## src/design/dhd_pkg.sv

```systemverilog
`timescale 1ns / 1ps

package dhd_pkg;

	localparam int NUM_CLASSES = 80;
	localparam int CNT_W       = 7;
	localparam int VAL_W       = 24;
	localparam int CLASS_W     = 8;
	localparam int THR_W       = 13;
	localparam int PAD_W       = 10;
	localparam int ISCALE_W    = 24;
	localparam int CONF_W      = 13;
	localparam int CONF_MAX    = 4096;

	// pixel padding sits at 2^13 in the doubled-coordinate numerator
	localparam int PAD_SHIFT   = 13;
	localparam int NUM_W       = 27;
	localparam int MAG_W       = 26;
	localparam int PROD_W      = MAG_W + ISCALE_W;
	localparam int ROUND_SHIFT = 29;
	localparam int Q_W         = PROD_W - ROUND_SHIFT;

	localparam int QDEPTH      = 4;
	localparam int QPTR_W      = 2;
	localparam int QCNT_W      = 3;

	localparam logic FUNC_BOX   = 1'b0;
	localparam logic FUNC_SCORE = 1'b1;

	typedef enum logic [1:0] {
		CFG_THRESHOLD = 2'd0,
		CFG_PAD_LEFT  = 2'd1,
		CFG_PAD_TOP   = 2'd2,
		CFG_INV_SCALE = 2'd3
	} cfg_idx_t;

	typedef struct packed {
		logic                    func;
		logic signed [VAL_W-1:0] value;
		logic                    last;
	} dhd_in_t;

	typedef struct packed {
		logic signed [15:0]        left;
		logic signed [15:0]        top;
		logic [14:0]               box_width;
		logic [14:0]               box_height;
		logic signed [CLASS_W-1:0] class_idx;
		logic [CONF_W-1:0]         confidence;
	} dhd_out_t;

	typedef struct packed {
		logic [THR_W-1:0]    score_threshold;
		logic [PAD_W-1:0]    pad_left;
		logic [PAD_W-1:0]    pad_top;
		logic [ISCALE_W-1:0] inverse_scale;
	} dhd_cfg_t;

	typedef struct packed {
		logic signed [VAL_W-1:0]   cx;
		logic signed [VAL_W-1:0]   cy;
		logic signed [VAL_W-1:0]   w;
		logic signed [VAL_W-1:0]   h;
		logic signed [CLASS_W-1:0] class_idx;
		logic [CONF_W-1:0]         confidence;
	} dhd_job_t;

endpackage

```

## src/design/dhd_front.sv

```systemverilog
`timescale 1ns / 1ps

module dhd_front (
	input  logic             clk,
	input  logic             arst_n,
	input  dhd_pkg::dhd_cfg_t cfg,
	input  logic             in_valid,
	output logic             in_stall,
	input  dhd_pkg::dhd_in_t in_data,
	input  logic             q_full,
	output logic             push,
	output dhd_pkg::dhd_job_t job
);
	import dhd_pkg::*;

	logic signed [VAL_W-1:0]   box_q [4];
	logic [1:0]                slot_q;
	logic [CNT_W-1:0]          count_q;
	logic signed [VAL_W-1:0]   best_q;
	logic signed [CLASS_W-1:0] class_q;

	logic                      accept;
	logic                      is_score;
	logic                      take;
	logic                      better;
	logic                      col_end;
	logic                      emit;
	logic signed [VAL_W-1:0]   best_nx;
	logic signed [CLASS_W-1:0] class_nx;
	logic signed [VAL_W-1:0]   thr_ext;

	assign in_stall = q_full;
	assign accept   = in_valid & ~q_full;
	assign is_score = (in_data.func == FUNC_SCORE);

	// scores beyond the class count are dropped
	assign take     = (count_q < CNT_W'(NUM_CLASSES));
	assign better   = take && (in_data.value > best_q);
	assign best_nx  = better ? in_data.value : best_q;
	assign class_nx = better ? CLASS_W'(count_q) : class_q;

	assign thr_ext  = $signed({{(VAL_W-THR_W){1'b0}}, cfg.score_threshold});
	assign emit     = (best_nx >= thr_ext);
	assign col_end  = accept & is_score & in_data.last;
	assign push     = col_end & emit;

	always_comb begin
		job.cx        = box_q[0];
		job.cy        = box_q[1];
		job.w         = box_q[2];
		job.h         = box_q[3];
		job.class_idx = class_nx;
		// best never goes negative, so only the top needs a clamp
		if (best_nx > VAL_W'(CONF_MAX)) begin
			job.confidence = CONF_W'(CONF_MAX);
		end else begin
			job.confidence = best_nx[CONF_W-1:0];
		end
	end

	always_ff @(posedge clk or negedge arst_n) begin
		if (!arst_n) begin
			for (int i = 0; i < 4; i++) begin
				box_q[i] <= '0;
			end
			slot_q  <= '0;
			count_q <= '0;
			best_q  <= '0;
			class_q <= '1;
		end else if (accept) begin
			if (!is_score) begin
				box_q[slot_q] <= in_data.value;
				slot_q        <= slot_q + 2'd1;
			end else if (in_data.last) begin
				slot_q  <= '0;
				count_q <= '0;
				best_q  <= '0;
				class_q <= '1;
			end else if (take) begin
				best_q  <= best_nx;
				class_q <= class_nx;
				count_q <= count_q + CNT_W'(1);
			end
		end
	end

	a_col_clear: assert property (@(posedge clk) disable iff (!arst_n)
		col_end |=> (count_q == '0) && (best_q == '0) && (slot_q == '0) && (class_q == '1))
		else $error("column state not cleared after last score");

	a_count_bound: assert property (@(posedge clk) disable iff (!arst_n)
		count_q <= CNT_W'(NUM_CLASSES))
		else $error("score count past class count");

endmodule

```

## config.mk

```make
export PLATFORM = sky130hd
export DESIGN_NAME = dhd_front
export DESIGN_NICKNAME = d
export VERILOG_FILES = /design/src/design/dhd_pkg.sv /design/src/design/dhd_front.sv
export SDC_FILE = /design/constraint.sdc
export NUM_CORES = 1
export LEC_CHECK = 0
export BUFFER_PORTS_ARGS = -buffer_cell sky130_fd_sc_hd__buf_2
export CORE_MARGIN = 1
export CORE_UTILIZATION = 45
export DETAILED_ROUTE_END_ITERATION = 12
export GPL_TIMING_DRIVEN = 0
export HOLD_SLACK_MARGIN = 0.06
export PLACE_DENSITY = 0.74
export SYNTH_ARGS = -nofsm -noshare
export SYNTH_HDL_FRONTEND = slang
export SYNTH_SLANG_ARGS = --single-unit
```

## constraint.sdc

```tcl
create_clock -name clk -period 4.65 [get_ports clk]
set_input_delay 0.93 -clock clk [delete_from_list [all_inputs] [get_ports clk]]
set_output_delay 0.93 -clock clk [all_outputs]
set_load 0.005 [all_outputs]
```

After elaboration in Yosys (flattened, before gate mapping)
Cells that the tools add are included.
Widths: inputs -> output; s select.
Cells by class
  add/subtract/negate cells: 2
  bitwise gates (word level): 7
  equality and inequality tests: 1
  reduce and logical (&&, ||, !) cells: 6
  mux-type cells: 14
  div/mod/pow operators: 0
  $mul: 0
  $lt $le $gt $ge: 6
  shifts and indexed selects: 0
Operators with widths (count)
  $bwmux 96: 1
  $mux 24: 4
  $demux 24 s2: 1
  $ge 24x14->1: 1
  $gt 24x14->1 const B: 1
  $gt 24x24->1: 1
  $mux 8: 3
  $mux 7: 2
  $mux 13: 1
  $add 7x1->7 const B: 1
  $lt 7x7->1 const B: 1
  $and 1x1->1: 4
  $mux 2: 2
  $reduce_and 2->1: 2
  $ge 3x3->1 const B: 1
  $lt 3x1->1 const B: 1
  $not 2->3: 1
  $reduce_and 3->1: 1
  $add 2x1->2 const B: 1
  $logic_and 1x1->1: 2
  $ne 2x2->1 const B: 1
  $not 1->1: 2
  $reduce_bool 2->1: 1
Storage, ports and cells
  input bits: 87
  logic and storage cells: 44
  latch bits: 0
  register bits after elaboration: 137
  RAM bits: 0
  output and inout bits: 119
  memories kept: 0
  bits in read-only memories: 0

Logic depth before layout (Yosys ltp)
  depth in word-level cells: 6
  depth in mapped cells: 18
  depth with buffers taken out: 17

Least setup slack after synthesis
No wires, ideal clock.
  path kind: in2out
  from: input port in_data[2] (netlist bit)
  to: output port push
  stages on the path: 17
  slack: -0.329 ns
  path buffers: 2
  arrival: 4.049 ns
  required time: 3.720 ns
  cell sequence: ha_1 -> nor2b_4 -> o211ai_2 -> a21oi_1 -> o31a_1 -> or4b_4 -> nand2_4 -> buf_12 -> buf_12 -> mux2i_1 -> inv_1 -> ha_1 -> o211ai_1 -> o21ai_0 -> a211oi_1 -> o31ai_1 -> o211a_1
Between the ends
  cells in the longest elaborated chain, start to end: 5
RTL lines
  from (decl): RTL line dhd_front.sv:9  | input dhd_pkg::dhd_in_t in_data,
  $gt 24x24->1: RTL line dhd_front.sv:38  | assign better = take && (in_data.value > best_q);
  $logic_and 1x1->1: RTL line dhd_front.sv:38
  $mux 24 (*): RTL line dhd_front.sv:39  | assign best_nx = better ? in_data.value : best_q;
  $ge 24x14->1 (*): RTL line dhd_front.sv:43  | assign emit = (best_nx >= thr_ext);
  $and 1x1->1 (*): RTL line dhd_front.sv:45  | assign push = col_end & emit;
  to (decl): RTL line dhd_front.sv:11  | output logic push,
Mark *: on every way between the ends. The rest lies on a longest branch, timed or not.

Worst setup path after layout
  from: input port in_data[10] (netlist bit)
  to: output port push
The elaborated chain is that of the path after synthesis.

==> insert_results.sql <==
INSERT INTO impl_metrics (metric_group, metric, value, unit) VALUES
('power_and_ir_drop', 'highest_ir_drop_seen_on_vdd', '0.394', 'mV'),
('power_and_ir_drop', 'clockPowerShare', '0.252', ''),
('cts', 'tritoncts', 'yes', ''),
('layout', 'final_cell_area', '9080', 'µm²'),
('logic_synthesis', 'synth.top_cell.area_share', '0.476', ''),
('power_and_ir_drop', 'combinational_power_share', '0.376', ''),
('cts', 'ctsRootBufferMaster', 'clkbuf_16', ''),
('sta', 'finalCriticalPeriod', '5420', 'ps'),
('logic_synthesis', 'yosysUniqueCellTypes', '52', ''),
('logic_synthesis', 'ys_async_sr_fraction', '1.00', ''),
('critical_path', 'worst_path_dominant_cell_family', 'compound AO/OA/AOI/OAI gates', ''),
('layout', 'area_growth', '34.1', '%'),
('power_and_ir_drop', 'switching_share_of_power', '0.309', ''),
('power_and_ir_drop', 'power_per_cell_area', '565', 'nW/µm²'),
('logic_synthesis', 'seq_area_frac_synth', '0.507', ''),
('cts', 'clock-sinks', '137', ''),
('route', 'first_pass_iters', '5', ''),
('critical_path', 'crit_start', 'in_data[10]', ''),
('min_path', 'hp-start', 'job[43]', ''),
('layout', 'n_fill_cell', '1119', ''),
('sta', 'setup_slack', '-775', 'ps'),
('sta', 'timing.final.setup_violations', '1', ''),
('sta', 'fmaxAchievable', '184', 'MHz'),
('global_routing', 'pin_count_of_the_biggest_net_entering_global_routing', '71', ''),
('global_routing', 'grt.total_usage', '0.236', ''),
('die', 'dieWidth', '125', 'µm'),
('cts', 'clkLatencyLatePin', '420', 'ps'),
('critical_path', 'end_kind', 'output port', ''),
('critical_path', 'cp-start-kind', 'input pin', ''),
('sta', 'slew_headroom', '0.519', ''),
('critical_path', 'worst_reg2reg_startpoint', 'best_q[9]', ''),
('status', 'failed_checks', 'negative setup slack', ''),
('sta', 'hold_violations', '0', ''),
('critical_path', 'crit_required', '3720', 'ps'),
('sta', 'number_of_pins_exceeding_their_max_slew_limit_in_the_final_report', '0', ''),
('cts', 'tritoncts.num_buffers', '17', ''),
('job', 'cap_viol_max_count', '0', ''),
('logic_synthesis', 'synth.yosys.warnings', '0', ''),
('global_routing', 'globalRoute.totalOverflow', '0', ''),
('min_path', 'worst_hold_path_class', 'reg -> reg', ''),
('sta', 'timing_worst_slew_pin_value', '721', 'ps'),
('power_and_ir_drop', 'power.net_switching', '1.59', 'mW'),
('sta', 'setup_clock_skew_after_layout', '5.18', 'ps'),
('critical_path', 'worst_path_max_delay_cell', 'or4b_4', ''),
('die', 'fp.coreArea', '14600', 'µm²'),
('route', 'detail_route.vias_per_cell', '5.43', ''),
('placed_design', 'place_congestion', '0.830', ''),
('critical_path', 'timing.critical_path.buf_inv', '3', ''),
('cts', 'post_cts_hold_buffer_count', '0', ''),
('route', 'via_count', '5130', ''),
('critical_path', 'worst-path-max-fanout', '8', ''),
('sta', 'holdWs', '498', 'ps'),
('critical_path', 'timing_worst_setup_path_type', 'in -> out', ''),
('layout', 'post_route_cells_drive_above_1_share', '0.514', ''),
('logic_synthesis', 'syn_inst', '550', ''),
('critical_path', 'worst_path_largest_cell_delay', '550', 'ps'),
('placed_design', 'port_buffers', '161', ''),
('sta', 'post-route-period-util', '1.17', ''),
('layout', 'n_antenna_cell', '0', ''),
('die', 'floorplan.initialDensity', '0.464', ''),
('layout', 'nets', '877', ''),
('power_and_ir_drop', 'totalPowerFinal', '5.14', 'mW'),
('power_and_ir_drop', 'power.internal', '3.55', 'mW'),
('die', 'die_y', '125', 'µm'),
('power_and_ir_drop', 'seqPwrFrac', '0.372', ''),
('critical_path', 'cp_cell_sequence', 'buf_4 > ha_4 > a21oi_2 > o21ai_2 > a221oi_2 > o21ai_2 > or4b_4 > nand2_4 > buf_12 > mux2i_4 > ha_1 > nand2b_4 > a21o_1 > a21oi_2 > nor3_2 > a211oi_2 > o31ai_2 > o211a_1 > buf_6', ''),
('status', 'run_status', 'complete, but fails checks', ''),
('logic_synthesis', 'synth.largest_area_cell', 'dfrtp_1', ''),
('global_routing', 'first_global_vias', '5521', ''),
('logic_synthesis', 'synth_edf_count', '0', ''),
('cts', 'clockBufferDepth', '2', '');
cell usage after synthesis, drive strengths merged (2+ instances only):
library cell	n
a211oi	2
ha	42
a22o	25
dfrtp	129
o211ai	3
nand4	11
nor4	6
a21o	5
o21ai	14
nand3	4
mux2	107
mux2i	14
and3	6
nand2	16
nor3	6
o22a	6
dfstp	8
nor2	27
inv	50
o31ai	2
and2	3
a21oi	19
clkbuf	15
buf	10
nor2b	3
o21a	3
flip-flops by register name, summed over array words and instances, names as in the netlist:
signal	cells
slot_q	2
job	96
best_q	24
class_q	8
count_q	7
worst paths after layout:
| check | end | cells after the start |
|---|---|---|
| min in group asynchronous | job[106] | 1 |
| worst min-delay path | job[43] | 1 |
| worst max-delay path | push | 19 |
| worst min register to register | job[43] | 1 |
| worst max register to register | best_q[8] | 14 |
| max in group asynchronous | class_q[0] | 2 |
kinds of logic after synthesis:
| family | share of synthesized area |
|---|---|
| simple gates | 0.0681 |
| buf+inv | 0.0532 |
| mux | 0.199 |
| xor+xnor | 0.00129 |
| flops | 0.507 |
| fa+ha+maj | 0.0775 |
| compound gates | 0.0934 |
worst reg2reg max path, cell delays in order, from the launching register on:
cell	delay (ps)
dfrtp_1	410
inv_1	130
ha_4	220
a21oi_2	170
o21ai_2	80
a221oi_2	270
o21ai_2	110
buf_4	140
o211ai_1	330
nand2_4	100
buf_4	140
buf_4	130
o21ai_2	250
buf_2	310
a22o_1	190
power by group through the flow:
stage / combinational (mW) / clock [mW] / sequential, mW
after floorplan: 0.903 / 0 / 1.92
after global placement: 1.60 / 0 / 1.89
after detailed placement: 1.67 / 0 / 1.91
after CTS: 1.87 / 1.32 / 1.91
after global routing: 2.10 / 1.36 / 1.97
final: 1.93 / 1.29 / 1.91
metrics by stage:
stage / cells / TNS, ps
finish: 944 / -775
global route: 944 / -957
CTS: 939 / -703
detailed placement: 896 / -1190
global placement: 895 / -1150
floorplan: 550 / -270
metal layers:
metal,up-vias,part of all wire,GRT usage,wire [µm]
met2,165,0.51,0.399,8890
met5,-,0,0,0
met4,0,0.030,0.112,517
met3,37,0.053,0.0576,927
li1,2364,-,-,-
met1,2564,0.41,0.281,7150
timing repair:
action                     in CTS  in global routing
cloned                          0                  0
pin swaps                      24                 16
setup endpoints to repair       1                  1
setup buffers                  12                  5
resized for setup              79                 13
layout make-up:
type,instances,area [µm²],share of cell area
clock buffers,22,474,0.0522
plain buffers,25,175,0.0193
clock inverters,9,97.6,0.0107
multi-input cells,338,3400,0.375
repair buffers,179,1080,0.119
inverters,50,188,0.0207
flip-flops and latches,137,3440,0.378
well taps,184,230,0.0253
cell usage in the layout (no fill, tap or decap), types with 12 or more instances in the layout:
cell,netlist,layout
nor2_1,27,27
buf_2,3,145
dfrtp_1,129,129
a21oi_1,19,14
mux2_2,106,104
clkbuf_1,14,16
nand2_1,15,12
ha_1,42,19
buf_4,2,26
clkbuf_16,0,17
a22o_1,25,25
ha_4,0,21
inv_1,50,48
No activity file was read; power rests on OpenSTA's default activity.
