`src/design/dhd_pkg.sv`:
```
`timescale 1ns / 1ps

package dhd_pkg;

	localparam int NUM_CLASSES = 80;
	localparam int CNT_W       = 7;
	localparam int VAL_W       = 24;
	localparam int CLASS_W     = 8;
	localparam int THR_W       = 13;
	localparam int PAD_W       = 10;
	localparam int ISCALE_W    = 24;
	localparam int CONF_W      = 13;
	localparam int CONF_MAX    = 4096;

	// pixel padding sits at 2^13 in the doubled-coordinate numerator
	localparam int PAD_SHIFT   = 13;
	localparam int NUM_W       = 27;
	localparam int MAG_W       = 26;
	localparam int PROD_W      = MAG_W + ISCALE_W;
	localparam int ROUND_SHIFT = 29;
	localparam int Q_W         = PROD_W - ROUND_SHIFT;

	localparam int QDEPTH      = 4;
	localparam int QPTR_W      = 2;
	localparam int QCNT_W      = 3;

	localparam logic FUNC_BOX   = 1'b0;
	localparam logic FUNC_SCORE = 1'b1;

	typedef enum logic [1:0] {
		CFG_THRESHOLD = 2'd0,
		CFG_PAD_LEFT  = 2'd1,
		CFG_PAD_TOP   = 2'd2,
		CFG_INV_SCALE = 2'd3
	} cfg_idx_t;

	typedef struct packed {
		logic                    func;
		logic signed [VAL_W-1:0] value;
		logic                    last;
	} dhd_in_t;

	typedef struct packed {
		logic signed [15:0]        left;
		logic signed [15:0]        top;
		logic [14:0]               box_width;
		logic [14:0]               box_height;
		logic signed [CLASS_W-1:0] class_idx;
		logic [CONF_W-1:0]         confidence;
	} dhd_out_t;

	typedef struct packed {
		logic [THR_W-1:0]    score_threshold;
		logic [PAD_W-1:0]    pad_left;
		logic [PAD_W-1:0]    pad_top;
		logic [ISCALE_W-1:0] inverse_scale;
	} dhd_cfg_t;

	typedef struct packed {
		logic signed [VAL_W-1:0]   cx;
		logic signed [VAL_W-1:0]   cy;
		logic signed [VAL_W-1:0]   w;
		logic signed [VAL_W-1:0]   h;
		logic signed [CLASS_W-1:0] class_idx;
		logic [CONF_W-1:0]         confidence;
	} dhd_job_t;

endpackage

```
`src/design/dhd_queue.sv`:
```
`timescale 1ns / 1ps

module dhd_queue (
	input  logic              clk,
	input  logic              arst_n,
	input  logic              push,
	input  dhd_pkg::dhd_job_t job_in,
	input  logic              pop,
	output dhd_pkg::dhd_job_t job_out,
	output logic              empty,
	output logic              full
);
	import dhd_pkg::*;

	dhd_job_t          mem_q [QDEPTH];
	logic [QPTR_W-1:0] wr_q;
	logic [QPTR_W-1:0] rd_q;
	logic [QCNT_W-1:0] cnt_q;

	assign empty   = (cnt_q == '0);
	assign full    = (cnt_q == QCNT_W'(QDEPTH));
	assign job_out = mem_q[rd_q];

	always_ff @(posedge clk) begin
		if (push) begin
			mem_q[wr_q] <= job_in;
		end
	end

	always_ff @(posedge clk or negedge arst_n) begin
		if (!arst_n) begin
			wr_q  <= '0;
			rd_q  <= '0;
			cnt_q <= '0;
		end else begin
			if (push) begin
				wr_q <= wr_q + QPTR_W'(1);
			end
			if (pop) begin
				rd_q <= rd_q + QPTR_W'(1);
			end
			if (push && !pop) begin
				cnt_q <= cnt_q + QCNT_W'(1);
			end else if (pop && !push) begin
				cnt_q <= cnt_q - QCNT_W'(1);
			end
		end
	end

	a_no_overflow: assert property (@(posedge clk) disable iff (!arst_n)
		!(push && full) && !(pop && empty))
		else $error("detection queue overflow or underflow");

endmodule

```
`config.mk`:
```
export PLATFORM = sky130hd
export DESIGN_NAME = dhd_queue
export DESIGN_NICKNAME = d
export VERILOG_FILES = /design/src/design/dhd_pkg.sv /design/src/design/dhd_queue.sv
export SDC_FILE = /design/constraint.sdc
export NUM_CORES = 1
export LEC_CHECK = 0
export BUFFER_PORTS_ARGS = -buffer_cell sky130_fd_sc_hd__buf_2
export CAP_MARGIN = 20
export CORE_UTILIZATION = 61
export DETAILED_ROUTE_END_ITERATION = 16
export PLACE_DENSITY_LB_ADDON = 0.15
export SLEW_MARGIN = 0
export SYNTH_ARGS = -nofsm -noshare
export SYNTH_HDL_FRONTEND = slang
export SYNTH_SLANG_ARGS = --single-unit
```
`constraint.sdc`:
```
create_clock -name clk -period 5.9 [get_ports clk]
set_input_delay 0.295 -clock clk [delete_from_list [all_inputs] [get_ports clk]]
set_output_delay 0.295 -clock clk [all_outputs]
set_load 0.02 [all_outputs]
```
Word-level counts from Yosys, hierarchy flattened. Memory sizes are Yosys's and may differ from the RTL's. Index checks and enable logic that the tools add are counted.

Reduce and logical (&&, ||, !) cells: 6. Equality and inequality tests: 1. Muxes and demuxes: 4. $add $sub $neg: 4.

Operators by type and width (count): 2-to-1 mux 3 bit (2); adder 2 x 1 -> 2 bit, second input constant (2); adder 3 x 1 -> 3 bit, second input constant (1); == test 3 bit, second input constant (1); logical NOT 3 bit (1); subtractor 3 x 1 -> 3 bit, second input constant (1); logical AND 1 bit (2); logical NOT 1 bit (2); 2-to-1 mux 1 bit (2); nonzero test 2 bit (1).

Output and inout port bits: 119. Memories: 1. Input port bits: 121. Flip-flop bits (word level): 7. Memory bits (writable): 468. Word-level logic and storage cells: 19.

Memories: mem_q (words 4, bits a word 117, read ports 1, clocked after memory_dff 0, write ports 1, line dhd_queue.sv:15) `dhd_job_t mem_q [QDEPTH];`.

Depth between registers and ports, before layout. Gate-level depths: netlist of the first run.

Depth in word-level cells: 4. Mapped depth: 7. Mapped depth without buffers: 7.

Worst setup path before layout of the first run. Ideal clock, no wire load.

Kind: register -> register. From: register wr_q[0]. To: memory mem_q[2][0] (netlist bit) (enable). Buffers on the path: 0. Setup slack: 2.103 ns. Arrival: 3.307 ns. Stages on the path, launching flop included: 4. Data required time: 5.410 ns. Period minus slack after synthesis: 3.797 ns. Setup time: 0.490 ns. Path through: dfrtp_1 -> inv_1 -> ha_1 -> and2_1.

RTL lines: from (decl) (line dhd_queue.sv:16) `logic [QPTR_W-1:0] wr_q;`; from (signal assigned) (line dhd_queue.sv:37) `wr_q <= wr_q + QPTR_W'(1);`; to (decl) (line dhd_queue.sv:15).

No word-level cell before the write port.

==> results of run 1 <==
-- Yosys cell counts --
cell type	n	area [µm²]
edfxtp_1	468	14100
mux4_2	117	2640
buf_12	10	200
clkbuf_1	7	26.3
dfrtp_1	7	175
buf_2	5	25.0
ha_1	5	62.6
and2_1	4	25.0
inv_1	4	15.0
xor2_1	4	35.0
buf_6	3	33.8
nand2_1	2	7.51
xnor2_1	2	17.5
buf_4	1	7.51
fa_1	1	20.0
mux2_2	1	11.3
nor2_1	1	3.75
nor3_1	1	5.00
nor3b_1	1	7.51
o21ai_0	1	5.00
-- worst min path at each step --
stage	slack, ns	end	cells after the start
2_1_floorplan	-0.0006	cnt_q[0]	0
3_3_place_gp	0.13	cnt_q[1]	1
3_5_place_dp	0.14	cnt_q[2]	1
4_1_cts	0.06	wr_q[0]	2
5_1_grt	0.08	wr_q[0]	2
6_report	0.07	wr_q[0]	2
-- final cells by class --
type,instances,area [µm²]
Clock inverter,23,181
Fill cell,1493,6430
Timing Repair Buffer,367,2530
Inverter,4,15.0
Antenna cell,1,2.50
Tap cell,378,473
Multi-Input combinational cell,140,2850
Sequential cell,475,14200
Clock buffer,58,1230
-- metrics by stage --
step / hold WS [ns] / setup WS (ns) / power, mW
after floorplan: -0.000591 / 2.10 / 7.10
after global placement: 0.130 / 3.14 / 7.87
after detailed placement: 0.142 / 3.10 / 7.95
after CTS: 0.0591 / 2.51 / 10.8
after global routing: 0.0824 / 2.45 / 11.1
final: 0.0715 / 2.66 / 10.7
-- power by group through the flow --
stage          clock network, mW  registers (mW)  logic (mW)
3_3_place_gp                   0            4.77        3.10
2_1_floorplan                  0            4.64        2.46
6_report                    2.74            4.67        3.28
4_1_cts                     2.78            4.76        3.23
5_1_grt                     2.91            4.73        3.49
3_5_place_dp                   0            4.82        3.14
-- kinds of logic (layout without fill, tap and decap cells) --
family	Yosys count	after routing	share of synthesized area [%]
flops	475	475	81.9
mux	118	118	15.2
other cells	0	1	0
compound gates	1	1	0.0288
fa+ha+maj	6	6	0.475
simple gates	9	9	0.281
buf+inv	30	452	1.77
xor+xnor	6	6	0.303
-- registers in the layout, summed over array words and instances (netlist names) --
signal,count
mem_q,468
cnt_q,3
rd_q,2
wr_q,2
-- per-layer routing --
layer  wire, µm  share of wire (%)
met4        708                2.1
met2      17300                 52
met3       2010                6.0
met1      13300                 40
met5          0                  0
-- cells in the final DEF (no fill, tap or decap), drive strengths merged --
| cell type | synthesis | layout |
|---|---|---|
| bufinv | 0 | 3 |
| and2 | 4 | 4 |
| dfrtp | 7 | 7 |
| xor2 | 4 | 4 |
| edfxtp | 468 | 468 |
| nor3 | 1 | 1 |
| inv | 4 | 5 |
| o21ai | 1 | 1 |
| dlygate4sd3 | 0 | 119 |
| buf | 19 | 248 |
| ha | 5 | 5 |
| mux2 | 1 | 1 |
| nor3b | 1 | 1 |
| clkinv | 0 | 19 |
| fa | 1 | 1 |
| clkbuf | 7 | 58 |
| mux4 | 117 | 117 |
| diode | 0 | 1 |
| nor2 | 1 | 1 |
| nand2 | 2 | 2 |
| xnor2 | 2 | 2 |
==> flow_summary.json, run 1 <==
{
  "yosys_warnings": 0,
  "slew_headroom_pct": 28.1,
  "cts_tree": "built",
  "cts_max_level": 2,
  "post_dp_cell_area_mm2": 0.0188,
  "grt_use_total_pct": 23.6,
  "drc": 0,
  "clock-sinks": 475,
  "final_cell_area_mm2": 0.0215,
  "crit_cells": 3,
  "syn_nets": 772,
  "numCtsBuffers": 46,
  "p_clk_share_pct": 25.6,
  "post_cts_buffers": 0,
  "reg2reg_to": "mem_q[2][70]",
  "status": "complete, no violations",
  "start_kind": "register",
  "required_ns": 5.61,
  "clk-insertion-delay-late_ns": 0.54,
  "worstPathArrival_ns": 2.94,
  "fin_worst_skew_ns": 0.0192,
  "grt_overflow": 0,
  "antenna_found_initial": 0,
  "synthesis.area_mm2": 0.0174,
  "fin_crit_sh_pct": 54.9,
  "syn_avg_cell_area_um2": 26.9,
  "die_y_um": 171,
  "min_from": "push",
  "dp.cells": 1242,
  "slew_violations": 0,
  "portBuffers": 239,
  "hold_path_class": "in -> reg",
  "die-area_mm2": 0.0292,
  "die_w_um": 171,
  "slowest_stage": "dfrtp_4",
  "cts_hold_buf": 119,
  "ir_drop_uv": 371,
  "grt_first_pass_wirelength_um": 50000,
  "clock-root-buffer": "clkbuf_16",
  "synth_cells": 645,
  "fin_util_pct": 77.0,
  "drtPass1Iterations": 4,
  "num-nets-final": 1161,
  "worstMarginPinSlew_ns": 1.08,
  "p_seq_share_pct": 43.7,
  "clk_path_buf_depth": 3,
  "finalSetupViolCount": 0,
  "final.setup.tns_ns": 0,
  "use_met1_pct": 30.9,
  "first_iter_violations": 755,
  "gr-usage-met2_pct": 40.4,
  "drive_above_1_share_pct": 40.6,
  "regToRegSetupSlack_ns": 3.20,
  "coreArea_mm2": 0.0279,
  "ios": 240,
  "hold_violations": 0,
  "ys_ff_latch": 475,
  "max_freq_mhz": 309,
  "use_met3_pct": 4.74,
  "place_hpwl_um": 18100,
  "ys_seq_area_share_pct": 81.9,
  "r2r_start": "wr_q[0]",
  "p_leak_nw": 7.45,
  "placementRows": 61,
  "cp.buffers_inverters": 2,
  "grt_max_degree": 94,
  "powerDensity_mw_per_mm2": 497,
  "power.switching_mw": 3.32,
  "syn2layout_area_growth_pct": 23.8,
  "grt_setup_unrepaired": "false",
  "grt_pass1_vias": 8897,
  "endpoint": "job_out[27]",
  "routed_wl_um": 33300,
  "path_cells": "buf_12, mux4_2, buf_2",
  "worstPathMaxFanout": 93,
  "grt_busiest_layer": "met2",
  "max_cap_violations": 0,
  "clk_pin_slew_worst_paths_ns": 0.06,
  "pwr-share-comb_pct": 30.7,
  "vias_per_cell": 5.68,
  "stdcell_count": 1446,
  "avgRoutedWirePerCell_um": 23.0,
  "power.internal_mw": 7.37,
  "vias": 8216,
  "initial_core_util_pct": 62.2,
  "cp_top_family": "buffers and inverters",
  "slowest_delay_ns": 0.78,
  "ff2ff_path_depth": 4,
  "critPathKind": "reg -> out",
  "fin_crit_ns": 3.24,
  "ant_nets": 0,
  "ctsResizeCount": 0,
  "gp_congestion": 0.714,
  "critical_path.startpoint": "rd_q[0]",
  "critPathCaptureType": "output pin",
  "switching_share_pct": 31.0,
  "synth_cell_types": 20
}
(Power assumes the default switching activity.)
==> run 2, diff against run 1 <==
- CORE_UTILIZATION: 61 -> 57
- clock period: 5.9 -> 3.4 ns (I/O delays scaled with it)
==> run 2 against run 1 <==
  * Sequential power increased by 73%
  * Via count decreased by 0.38%
  * Cell area increased by 0.54%
  * Highest routed layer unchanged
  * Critical path depth unchanged
  * Non-clock buffer count increased by 5
  * Clock power increased by 79%
  * Global-route usage decreased by 2.1 points
==> flow_summary.json, run 2 (synthesized netlist as in run 1, its figures left out) <==
{
  "status": "complete, no violations",
  "slowest_stage": "dfrtp_4",
  "vias_per_cell": 5.61,
  "worstPathArrival_ns": 2.47,
  "finalSetupViolCount": 0,
  "num-nets-final": 1166,
  "grt_setup_unrepaired": "false",
  "path_cells": "buf_4, mux4_2, buf_2",
  "grt_max_degree": 63,
  "start_kind": "register",
  "place_hpwl_um": 19000,
  "ant_nets": 0,
  "cts_max_level": 2,
  "dp_slack_ns": 1.26,
  "numCtsBuffers": 46,
  "largest-register": "mem_q",
  "p_seq_share_pct": 43.1,
  "grt_use_total_pct": 21.5,
  "diodes": 0,
  "pwr-share-comb_pct": 30.6,
  "power.internal_mw": 13.0,
  "cts_tree": "built",
  "initial_core_util_pct": 58.3,
  "drc": 0,
  "vias": 8185,
  "ctsResizeCount": 0,
  "max_freq_mhz": 378,
  "p_leak_nw": 7.49,
  "critPathCaptureType": "output pin",
  "critPathKind": "reg -> out",
  "setup_ws_ns": 0.756,
  "clk-insertion-delay-late_ns": 0.53,
  "ios": 240,
  "clock-sinks": 475,
  "largestRegisters": "mem_q x468, cnt_q x3",
  "slew_headroom_pct": 55.3,
  "layout_common_cells": "468 x edfxtp_1, 239 x buf_2, 120 x dlygate4sd3_1, 117 x mux4_2, 46 x clkbuf_16",
  "antenna_found_initial": 0,
  "syn2layout_area_growth_pct": 24.5,
  "clk_pin_slew_worst_paths_ns": 0.06,
  "worstMarginPinSlew_ns": 0.671,
  "fin_worst_skew_ns": 0.00756,
  "clk_path_buf_depth": 3,
  "holdWs_ns": 0.00818,
  "grt_pass1_vias": 8959,
  "ir_drop_uv": 679,
  "clock-root-buffer": "clkbuf_16",
  "die-area_mm2": 0.0312,
  "drtPass1Iterations": 5,
  "hold_path_class": "in -> async",
  "powerDensity_mw_per_mm2": 865,
  "worstPathMaxFanout": 22,
  "routed_wl_um": 32400,
  "portBuffers": 239,
  "fin_crit_ns": 2.64,
  "slew_violations": 0,
  "p_clk_share_pct": 26.3,
  "final.setup.tns_ns": 0,
  "coreArea_mm2": 0.0298,
  "fin_crit_sh_pct": 77.8,
  "required_ns": 3.23,
  "drive_above_1_share_pct": 40.9,
  "power.switching_mw": 5.73,
  "die_y_um": 177,
  "die_w_um": 177,
  "regToRegSetupSlack_ns": 1.33,
  "slowest_delay_ns": 0.71,
  "placementRows": 63,
  "max_cap_violations": 0,
  "first_iter_violations": 671,
  "gp_congestion": 0.711,
  "largest_reg_flops": 468,
  "grt_overflow": 0,
  "switching_share_pct": 30.6,
  "grt_first_pass_wirelength_um": 49900,
  "hold_violations": 0,
  "avgRoutedWirePerCell_um": 22.2,
  "layout_commonest_cell": "edfxtp_1"
}
==> run 2: cell types whose count changed in the layout (fill, tap and decap cells not counted), sizes merged <==
cell / delta
inv: -1
dlygate4sd3: +1
buf: +4
clkbuf: -4
bufinv: +3
diode: -1
==> run 2: repair_timing <==
action                                 in CTS  in global routing
endpoints found under the hold margin     479                  0
hold buffers                              120                  0
setup buffers                               0                  0
==> run 2: area by class of cell <==
| class | instances | area (µm²) |
|---|---|---|
| Clock inverter | 25 | 275 |
| Multi-Input combinational cell | 140 | 2850 |
| Tap cell | 390 | 488 |
| Fill cell | 1769 | 8170 |
| Inverter | 4 | 15.0 |
| Sequential cell | 475 | 14200 |
| Clock buffer | 54 | 1180 |
| Timing Repair Buffer | 372 | 2580 |
==> run 2: worst max-delay path, delay by kind of cell (launching register included) <==
kind / cells / cell delay (ns)
mux: 1 / 0.57
flops: 1 / 0.71
buf+inv: 2 / 0.64
==> run 2: metrics by stage <==
step / util (%) / std cells / power (mW) / area (µm²)
detailed placement: 63.7 / 1261 / 13.9 / 19000
floorplan: - / 645 / 12.2 / 17400
CTS: 72.6 / 1460 / 18.9 / 21600
global placement: 63.7 / 1261 / 13.7 / 19000
global route: 72.6 / 1460 / 19.5 / 21600
finish: 72.6 / 1460 / 18.7 / 21600
==> run 2: power groups by stage <==
stage / registers (mW) / logic (mW) / clock network [mW]
finish: 8.07 / 5.72 / 4.91
global route: 8.17 / 6.11 / 5.21
floorplan: 7.97 / 4.28 / 0
detailed placement: 8.21 / 5.68 / 0
global placement: 8.12 / 5.63 / 0
CTS: 8.09 / 5.83 / 4.99
==> run 2: path summary, 6_finish.rpt <==
kind	startpoint	cells past startpoint	endpoint
setup reg to reg	wr_q[1]	4	mem_q[1][17]
hold / removal	arst_n	2	cnt_q[2]
hold reg to reg	cnt_q[2]	1	cnt_q[2]
min in group clk	job_in[90]	2	mem_q[1][90]
setup / recovery	rd_q[0]	3	job_out[109]
max in group asynchronous	arst_n	2	rd_q[1]
==> run 2: per-layer routing <==
metal  vias up  wire length, µm  global-route usage [%]
met5         -                0                       0
met2       305            16600                    36.4
met3        51             2460                    5.28
li1       3584                -                       -
met4         0              580                    5.50
met1      4245            12800                    28.2
==> run 3, diff against run 2 <==
- CORE_UTILIZATION: 57 -> 51
- clock period: 3.4 -> 2.4 ns (I/O delays scaled with it)
==> run 3 against run 2 <==
  * Sequential power is 40% higher
  * Die area is 12% higher
  * Flip-flop and latch count stayed put
  * Clock skew is 0.011 ns higher
  * Register-to-register slack worse by 0.69 ns
  * Core utilization is 7.3 points lower
  * Critical path depth stayed put
  * Clock power is 40% higher
  * Sequential share of layout area is 0.82 points lower
  * Largest power group unchanged
  * Total power is 43% higher
  * Routed wire length is 0.53% lower
  * Count of clock-buffer cells in the layout is 5 higher
==> flow_summary.json, run 3 (synthesized netlist as in run 1, its figures left out) <==
{
  "ant_nets": 0,
  "use_met3_pct": 4.87,
  "gp_congestion": 0.752,
  "placementRows": 67,
  "final.setup.tns_ns": 0,
  "ctsResizeCount": 0,
  "critPathKind": "reg -> out",
  "power.internal_mw": 18.5,
  "cts_tree": "built",
  "critPathCaptureType": "output pin",
  "place_hpwl_um": 18900,
  "grt_first_pass_wirelength_um": 50300,
  "die_y_um": 187,
  "r2r_start": "wr_q[0]",
  "grt_use_total_pct": 18.9,
  "clk-insertion-delay-late_ns": 0.54,
  "largestRegisters": "mem_q x468, cnt_q x3",
  "fin_crit_sh_pct": 94.1,
  "slew_headroom_pct": 60.7,
  "first_iter_violations": 532,
  "fillers": 2222,
  "max_cap_violations": 0,
  "switching_share_pct": 30.6,
  "p_clk_share_pct": 25.8,
  "fin_worst_skew_ns": 0.0186,
  "clk_pin_slew_worst_paths_ns": 0.06,
  "drtPass1Iterations": 5,
  "max_freq_mhz": 443,
  "antenna_found_initial": 1,
  "cts_max_level": 2,
  "drive_above_1_share_pct": 41.3,
  "grt_setup_unrepaired": "false",
  "final_cell_area_mm2": 0.0219,
  "required_ns": 2.28,
  "num-nets-final": 1178,
  "power.total_mw": 26.7,
  "initial_core_util_pct": 51.8,
  "post_dp_cell_area_mm2": 0.0192,
  "vias": 8202,
  "ios": 240,
  "dp_slack_ns": 0.470,
  "worstMarginPinSlew_ns": 0.589,
  "syn2layout_area_growth_pct": 26.1,
  "grt_pass1_vias": 9073,
  "ff2ff_path_depth": 4,
  "reg2reg_to": "mem_q[2][71]",
  "worstPathMaxFanout": 37,
  "powerDensity_mw_per_mm2": 1220,
  "die_w_um": 187,
  "status": "complete, no violations",
  "largest_reg_flops": 468,
  "layout_commonest_cell": "edfxtp_1",
  "setup_ws_ns": 0.142,
  "p_leak_nw": 7.59,
  "grt_busiest_layer": "met2",
  "hold_path_depth": 2,
  "ir_drop_uv": 850,
  "use_met1_pct": 24.4,
  "die-area_mm2": 0.0348,
  "vias_per_cell": 5.34,
  "critical_path.startpoint": "rd_q[1]",
  "routed_wl_um": 32200,
  "finalSetupViolCount": 0,
  "slowest_stage": "dfrtp_4",
  "largest-register": "mem_q",
  "grt_overflow": 0,
  "slowest_delay_ns": 0.74,
  "p_seq_share_pct": 42.4,
  "hold_path_class": "in -> reg",
  "path_cells": "buf_12, mux4_2, buf_2",
  "fin_crit_ns": 2.26,
  "hold_violations": 0,
  "hold_path_end": "mem_q[0][116]",
  "coreArea_mm2": 0.0335,
  "start_kind": "register",
  "avgRoutedWirePerCell_um": 20.9,
  "layout_common_cells": "468 x edfxtp_1, 239 x buf_2, 121 x dlygate4sd3_1, 117 x mux4_2, 49 x clkbuf_16",
  "power.switching_mw": 8.15,
  "clock-sinks": 475,
  "gr-usage-met2_pct": 32.3,
  "clk_path_buf_depth": 3,
  "drc": 0,
  "multi_input_area_mm2": 0.00285,
  "numCtsBuffers": 47,
  "slew_violations": 0,
  "clock-root-buffer": "clkbuf_16",
  "portBuffers": 239,
  "min_from": "job_in[116]",
  "dp.cells": 1324,
  "worstPathArrival_ns": 2.14,
  "regToRegSetupSlack_ns": 0.64,
  "ff_latch_area_mm2": 0.0142,
  "pwr-share-comb_pct": 31.8,
  "stdcell_count": 1537,
  "grt_max_degree": 91
}
-- run 3: cell types whose count changed in the layout (fill, tap and decap cells not counted) --
cell,change
clkinv_1,+4
clkbuf_1,+2
diode_2,+1
buf_12,+9
dlygate4sd3_1,+1
clkbuf_16,+3
bufinv_16,-3
clkinv_8,-1
clkinv_2,+2
buf_4,+1
-- run 3: what timing repair did --
action                                 4_1_cts  5_1_grt
buffers inserted                             5        0
hold buffers                               121        0
endpoints found under the hold margin      479        0
setup endpoints to repair                   60        0
-- run 3: worst max-delay path, delay by kind of cell, from the launching register on --
family	cells	cell delay [ns]
flops	1	0.74
mux	1	0.36
buf+inv	2	0.48
-- run 3: worst max-delay path by stage --
stage / end / slack (ns) / depth (start not counted)
2_1_floorplan: mem_q[2][0] / 0.51 / 3
3_3_place_gp: job_out[30] / 0.49 / 3
3_5_place_dp: job_out[30] / 0.47 / 3
4_1_cts: job_out[30] / 0.09 / 3
5_1_grt: job_out[30] / 0.05 / 3
6_report: job_out[26] / 0.14 / 3
-- run 3: per-stage QoR --
stage / util [%] / hold slack [ns]
floorplan: - / -0.176
global placement: 57.1 / -0.0401
detailed placement: 57.1 / -0.0285
CTS: 65.3 / 0.310
global route: 65.3 / 0.315
finish: 65.3 / 0.337
-- run 3: per-layer routing --
layer / part of all wire [%] / up-vias
met5: 0 / -
met4: 1.5 / 0
met3: 6.6 / 44
met2: 51 / 256
met1: 41 / 4283
li1: - / 3619
-- run 3: area by class of cell --
type                            instances  share of cell area (%)
Sequential cell                       475                    65.0
Multi-Input combinational cell        140                    13.0
Timing Repair Buffer                  383                    12.7
Clock buffer                           59                    5.77
Tap cell                              448                    2.56
Clock inverter                         27                   0.886
Inverter                                4                  0.0686
Antenna cell                            1                  0.0114
-- run 3: power by group through the flow --
stage	Clock (mW)	Combinational (mW)	Sequential, mW
2_1_floorplan	0	6.07	11.2
3_3_place_gp	0	8.20	11.5
3_5_place_dp	0	8.28	11.6
4_1_cts	7.04	8.68	11.3
5_1_grt	7.37	9.05	11.4
6_report	6.88	8.47	11.3
